## config.mk

```make
export PLATFORM = sky130hd
export DESIGN_NAME = base64_decoder_with_noise_skip_unit
export DESIGN_NICKNAME = d
export VERILOG_FILES = /design/src/rtl/b64d_pkg.sv /design/src/rtl/base64_decoder_with_noise_skip_unit.sv /design/src/rtl/b64d_group.sv
export SDC_FILE = /design/constraint.sdc
export NUM_CORES = 1
export LEC_CHECK = 0
export ABC_AREA = 1
export BUFFER_PORTS_ARGS = -buffer_cell sky130_fd_sc_hd__buf_4
export CAP_MARGIN = 10
export CORE_ASPECT_RATIO = 1.5
export CORE_UTILIZATION = 50
export DETAILED_ROUTE_END_ITERATION = 16
export MAX_ROUTING_LAYER = met4
export PLACE_DENSITY = 0.7
export SLEW_MARGIN = 10
export SYNTH_ARGS = -nofsm -noshare
export SYNTH_HDL_FRONTEND = slang
export SYNTH_HIERARCHICAL = 1
export SYNTH_SLANG_ARGS = --single-unit
```

## constraint.sdc

```tcl
create_clock -name clk -period 8.2 [get_ports clk]
set_clock_uncertainty 0.1 [all_clocks]
set_input_delay 2.46 -clock clk [delete_from_list [all_inputs] [get_ports clk]]
set_output_delay 2.46 -clock clk [all_outputs]
set_load 0.02 [all_outputs]
```

## src/rtl/b64d_pkg.sv

```systemverilog
// shared types, constants and the character classifier for the base64 decoder
package b64d_pkg;

  localparam logic [6:0] MISSING_CODE = 7'h7f;
  localparam logic [7:0] NOISE_CODE   = 8'h80;

  typedef struct packed {
    logic [7:0] text_char;
    logic       end_of_stream;
  } in_item_t;

  typedef struct packed {
    logic [7:0] data_byte;
    logic       last_of_group;
  } out_item_t;

  // decoded group handed from the group stage to the result buffer
  typedef struct packed {
    logic [1:0] nbytes;
    logic [7:0] b0;
    logic [7:0] b1;
    logic [7:0] b2;
  } grp_res_t;

  // 0..63 for alphabet, missing code for '=', noise flag in bit 7 otherwise
  function automatic logic [7:0] classify(input logic [7:0] c);
    logic [7:0] r;
    begin
      if (c >= "A" && c <= "Z") r = c - 8'd65;
      else if (c >= "a" && c <= "z") r = c - 8'd71;
      else if (c >= "0" && c <= "9") r = c + 8'd4;
      else if (c == "+") r = 8'd62;
      else if (c == "/") r = 8'd63;
      else if (c == "=") r = {1'b0, MISSING_CODE};
      else r = NOISE_CODE;
      return r;
    end
  endfunction

endpackage

```

## src/rtl/base64_decoder_with_noise_skip_unit.sv

```systemverilog
// top level of the base64 decoder with noise skipping
//
//   channel | ports                         | payload
//   --------+-------------------------------+--------------------------------
//   input   | in_valid, in_stall, in_data   | text_char, end_of_stream
//   result  | out_valid, out_stall, out_data| data_byte, last_of_group
//
// one character request is taken per cycle unless in_stall is high; a group that
// completes loads up to three bytes into the result buffer, which drains one byte
// per cycle unless out_stall is high. a group that completes while bytes are still
// waiting parks in a pending register; input stalls only while that register is full.
// four characters give at most three bytes, so an unstalled stream runs at one
// character per cycle. synchronous reset empties the group and both buffers.
module base64_decoder_with_noise_skip_unit (
  input  logic                clk,
  input  logic                rst_n,
  input  logic                in_valid,
  output logic                in_stall,
  input  b64d_pkg::in_item_t  in_data,
  output logic                out_valid,
  input  logic                out_stall,
  output b64d_pkg::out_item_t out_data
);
  import b64d_pkg::*;

  grp_res_t   res;
  logic       in_fire;
  logic       out_fire;
  logic [7:0] bytes_r [3];
  logic [1:0] rem_r;
  logic [1:0] rem_nxt;
  logic [1:0] idx_r;
  logic [1:0] idx_nxt;
  grp_res_t   pend_r;
  logic       pend_vld_r;
  logic       pend_vld_nxt;
  logic       load_new;
  logic       act_free;
  logic       load_act;
  logic       pend_load;
  grp_res_t   act_src;

  assign out_valid = (rem_r != 2'd0);
  assign out_fire  = out_valid && !out_stall;
  assign in_stall  = pend_vld_r;
  assign in_fire   = in_valid && !in_stall;

  b64d_group u_group (
    .clk   (clk),
    .rst_n (rst_n),
    .fire  (in_fire),
    .item  (in_data),
    .res   (res)
  );

  // active buffer is free when empty or its last byte leaves this cycle
  assign load_new     = in_fire && (res.nbytes != 2'd0);
  assign act_free     = (rem_r == 2'd0) || (rem_r == 2'd1 && out_fire);
  assign load_act     = act_free && (pend_vld_r || load_new);
  assign pend_load    = load_new && !act_free;
  assign act_src      = pend_vld_r ? pend_r : res;
  assign pend_vld_nxt = pend_load || (pend_vld_r && !act_free);

  always_comb begin
    case (idx_r)
      2'd0:    out_data.data_byte = bytes_r[0];
      2'd1:    out_data.data_byte = bytes_r[1];
      default: out_data.data_byte = bytes_r[2];
    endcase
    out_data.last_of_group = (rem_r == 2'd1);
  end

  always_comb begin
    rem_nxt = rem_r;
    idx_nxt = idx_r;
    if (load_act) begin
      rem_nxt = act_src.nbytes;
      idx_nxt = 2'd0;
    end else if (out_fire) begin
      rem_nxt = rem_r - 2'd1;
      idx_nxt = idx_r + 2'd1;
    end
  end

  always_ff @(posedge clk) begin
    if (!rst_n) begin
      rem_r      <= 2'd0;
      idx_r      <= 2'd0;
      pend_vld_r <= 1'b0;
    end else begin
      rem_r      <= rem_nxt;
      idx_r      <= idx_nxt;
      pend_vld_r <= pend_vld_nxt;
    end
  end

  always_ff @(posedge clk) begin
    if (load_act) begin
      bytes_r[0] <= act_src.b0;
      bytes_r[1] <= act_src.b1;
      bytes_r[2] <= act_src.b2;
    end
    if (pend_load) pend_r <= res;
  end

endmodule

```

## src/rtl/b64d_group.sv

```systemverilog
// group collector: holds the first three codes of a group and decodes a finished group
module b64d_group (
  input  logic               clk,
  input  logic               rst_n,
  input  logic               fire,
  input  b64d_pkg::in_item_t item,
  output b64d_pkg::grp_res_t res
);
  import b64d_pkg::*;

  logic [6:0] codes_r [3];
  logic [1:0] fill_r;
  logic [1:0] fill_nxt;
  logic [7:0] code;
  logic       noise;
  logic       emit;
  logic [6:0] c [4];
  logic [5:0] v [4];
  logic [2:0] missing;

  assign code  = classify(item.text_char);
  assign noise = code[7];

  assign emit = (!noise && (fill_r == 2'd3 || item.end_of_stream)) ||
                (noise && item.end_of_stream && fill_r != 2'd0);

  // positions past the held ones take the new code once, then count as missing
  always_comb begin
    missing = 3'd0;
    for (int k = 0; k < 4; k++) begin
      if (k < 3 && 2'(k) < fill_r) c[k] = codes_r[k];
      else if (2'(k) == fill_r && !noise) c[k] = code[6:0];
      else c[k] = MISSING_CODE;
      v[k] = c[k][5:0];
      missing = missing + {2'b00, c[k][6]};
    end
  end

  always_comb begin
    res.b0 = {v[0], v[1][5:4]};
    res.b1 = {v[1][3:0], v[2][5:2]};
    res.b2 = {v[2][1:0], v[3]};
    if (!emit) res.nbytes = 2'd0;
    else if (missing == 3'd2) res.nbytes = 2'd1;
    else if (missing == 3'd1) res.nbytes = 2'd2;
    else res.nbytes = 2'd3;
  end

  always_comb begin
    if (emit) fill_nxt = 2'd0;
    else if (!noise) fill_nxt = fill_r + 2'd1;
    else fill_nxt = fill_r;
  end

  always_ff @(posedge clk) begin
    if (!rst_n) begin
      fill_r     <= 2'd0;
      codes_r[0] <= 7'd0;
      codes_r[1] <= 7'd0;
      codes_r[2] <= 7'd0;
    end else if (fire) begin
      fill_r <= fill_nxt;
      if (!noise && fill_r != 2'd3) codes_r[fill_r] <= code[6:0];
    end
  end

endmodule
```

==> results.toml <==
[run_status]
status = "completed"

[yosys]
synth_nets = 503
syn_inst = 471
synth.area.top_cells = "edfxtp_1 49%, nand2_1 12%, nor2_1 5.4%"
ys_types = 38
synth_top_area_share_pct = 49.31
ys_ff_latch = 78
ys_seq_area_share_pct = 52.55
synth_area_um2 = 4324
synth_warnings = 6
yosysTopAreaCell = "edfxtp_1"
synth.avg_cell_area_um2 = 9.181

[global_route]
grt_use_met1_pct = 20.77
gr-total-overflow = 0
grt_max_degree = 32
grtUsageTotal_pct = 21.49
grt_pass1_wl_um = 14160
first_global_vias = 3030
grt_util_met3_pct = 4.094
grt.met2_usage_pct = 40.65
antenna_found_initial = 0
busiest_layer = "met2"

[cts]
postCtsSetupBuffers = 0
clock-sinks = 78
postCtsHoldBufs = 0
clkTransAtPathRegs_ns = 0.05
cts_buffers = 9
post_cts_resized = 0
ctsRootBufferMaster = "clkbuf_16"
insertion_delay_ns = 0.33
cts_tree = "built"
htreeDepth = 3
cts.path.max_buffers = 2

[power_and_ir_drop]
pwr-share-clk_pct = 28.7
p_sw_share_pct = 31.63
p_switching_mw = 0.3769
p_int_mw = 0.8148
p_per_area_nw_per_um2 = 246.2
power.share.sequential_pct = 42.8
comb_power_share_pct = 28.5
p_leak_nw = 2.003
p_total_mw = 1.192
irDropWorstVdd_uv = 146.0

[cells_and_area]
multi_input_area_um2 = 1803
seq_area_um2 = 2272
synthToLayoutAreaGrowth_pct = 11.92
layoutNonFillerInstCount = 605
drive_gt1_share_pct = 16.27
final_core_util_pct = 57.53
final_nets = 526
diodes = 0
fill_cells = 742

[critical_path]
r2r_slack_ns = 3.86
cp_data_arrival_time_ns = 6.27
crit_required_ns = 8.05
path_class = "input port to register"
critical_path.max_fanout = 25
crit_path_end_kind = "register"
start_kind = "input port"

[sta]
setup_viol = 0
finalHoldViolations = 0
timing.hold.ws_ns = 0.4139
finalCritPeriodShare_pct = 78.27
relSlewSlack_pct = 29.03
post-route-min-period_ns = 6.418
fmax_mhz = 155.8
timing.setup.tns_ns = 0
worst_slew_pin_slew_ns = 1.063
slew_viol_final = 0
rsz0062_at_grt = "no"

[detailed_routing]
num_vias = 3138
drtIter0Drc = 149
drc_errors = 0
first_pass_iters = 4
routed_wl_um = 8417
vias_per_cell = 5.187
detail-route-antenna-nets = 0
wl_per_cell_um = 13.91

[floorplanning]
die_h_um = 115.9
die_w_um = 77.93
dieArea_um2 = 9032
core_um2 = 8413
rows = 41
start_util_pct = 51.40
ioPinCount = 24

[placed_design]
numPortBuffers = 23
hpwl_um = 6454
gp_congestion = 0.9451
dp_cells = 590

[run]
maxCapViolCount = 0

[hold_path]
hold_class = "register to register"
==> Yosys cell counts (all sizes together) <==
library cell	n
nand3	19
dfxtp	7
xnor2	1
fa	1
nand2	154
a21oi	23
o21ai	5
buf	10
nor3	2
o21a	1
clkbuf	2
inv	43
a31oi	15
ha	18
a22oi	8
nor4	1
xor2	8
nand4	3
nand3b	1
or2	1
o21bai	2
nor3b	1
nor2	70
edfxtp	71
clkinv	4
==> registers in the layout, summed over array words and instances, names as in the netlist <==
signal,count
bytes_r,24
idx_r,2
in_stall,1
pend_r,26
rem_r,2
u_group/codes_r,21
u_group/fill_r,2
==> logic make-up (layout without fill, tap and decap cells) <==
family / count (synthesis) / in the layout / synth area share [%]
AOI/OAI and AO/OA: 54 / 54 / 8.015
buffers and inverters: 59 / 86 / 6.105
DFF: 78 / 78 / 52.55
xor gates and xnor gates: 9 / 9 / 1.823
and+or+nand+nor: 252 / 252 / 25.84
adders and majority gates: 19 / 19 / 5.671
==> stage by stage <==
stage | worst slack [ns] | area (um^2)
2_1_floorplan | 1.055 | 4330
3_3_place_gp | 1.547 | 4583
3_5_place_dp | 1.459 | 4583
4_1_cts | 1.814 | 4840
5_1_grt | 1.392 | 4840
6_report | 1.782 | 4840
==> layout make-up <==
type                       instances  share of cell area (%)
sequential                        78                   46.95
multi-input combinational        334                   37.25
clock buffer                      10                   4.731
inverter                          47                   4.007
timing repair buffer              24                   3.723
tap                              107                   2.766
clock inverter                     5                  0.5688
==> power groups by stage <==
stage | clock [mW] | combinational, mW | sequential (mW)
2_1_floorplan | 0 | 0.246 | 0.512
3_3_place_gp | 0 | 0.338 | 0.517
3_5_place_dp | 0 | 0.342 | 0.518
4_1_cts | 0.349 | 0.343 | 0.510
5_1_grt | 0.364 | 0.379 | 0.515
6_report | 0.342 | 0.340 | 0.510
==> worst max-delay path, cell delays in order <==
cell      delay (ns)
buf_4           0.13
inv_1           0.16
ha_1            0.28
nand2_1         0.09
nor2_2          0.14
a21oi_1         0.11
nand3_2         0.10
nand3_4         0.15
nand2_4         0.10
clkinv_4        0.08
a31oi_1         0.19
fa_1            0.46
ha_1            0.23
ha_1            0.27
inv_1           0.07
nor3_1          0.04
nor2_1          0.17
nor2_1          0.12
o21bai_2        0.19
nand2_2         0.09
inv_1           0.60
==> layer usage <==
metal,vias up,share of wire [%]
met2,59,57
met4,0,2.5
li1,1595,-
met5,-,0
met3,16,2.3
met1,1468,39
==> cell usage in the layout (no fill, tap or decap), types with 8 or more instances in the layout <==
cell type and count:
a21oi_1 19, a22oi_1 8, a31oi_1 15, buf_4 24
clkbuf_16 9, edfxtp_1 71, ha_1 18, inv_1 30
inv_2 12, nand2_1 143, nand3_1 15, nor2_1 62
xor2_1 8
==> final timing paths <==
check,cells after the start,end,startpoint
worst max register to register,17,bytes_r[0][21],u_group/fill_r[1]
worst min-delay path,2,bytes_r[0][10],pend_r[10]
worst min register to register,2,bytes_r[0][10],pend_r[10]
worst max-delay path,21,bytes_r[0][21],in_data[1]
Power figures use the tool's default switching activity.
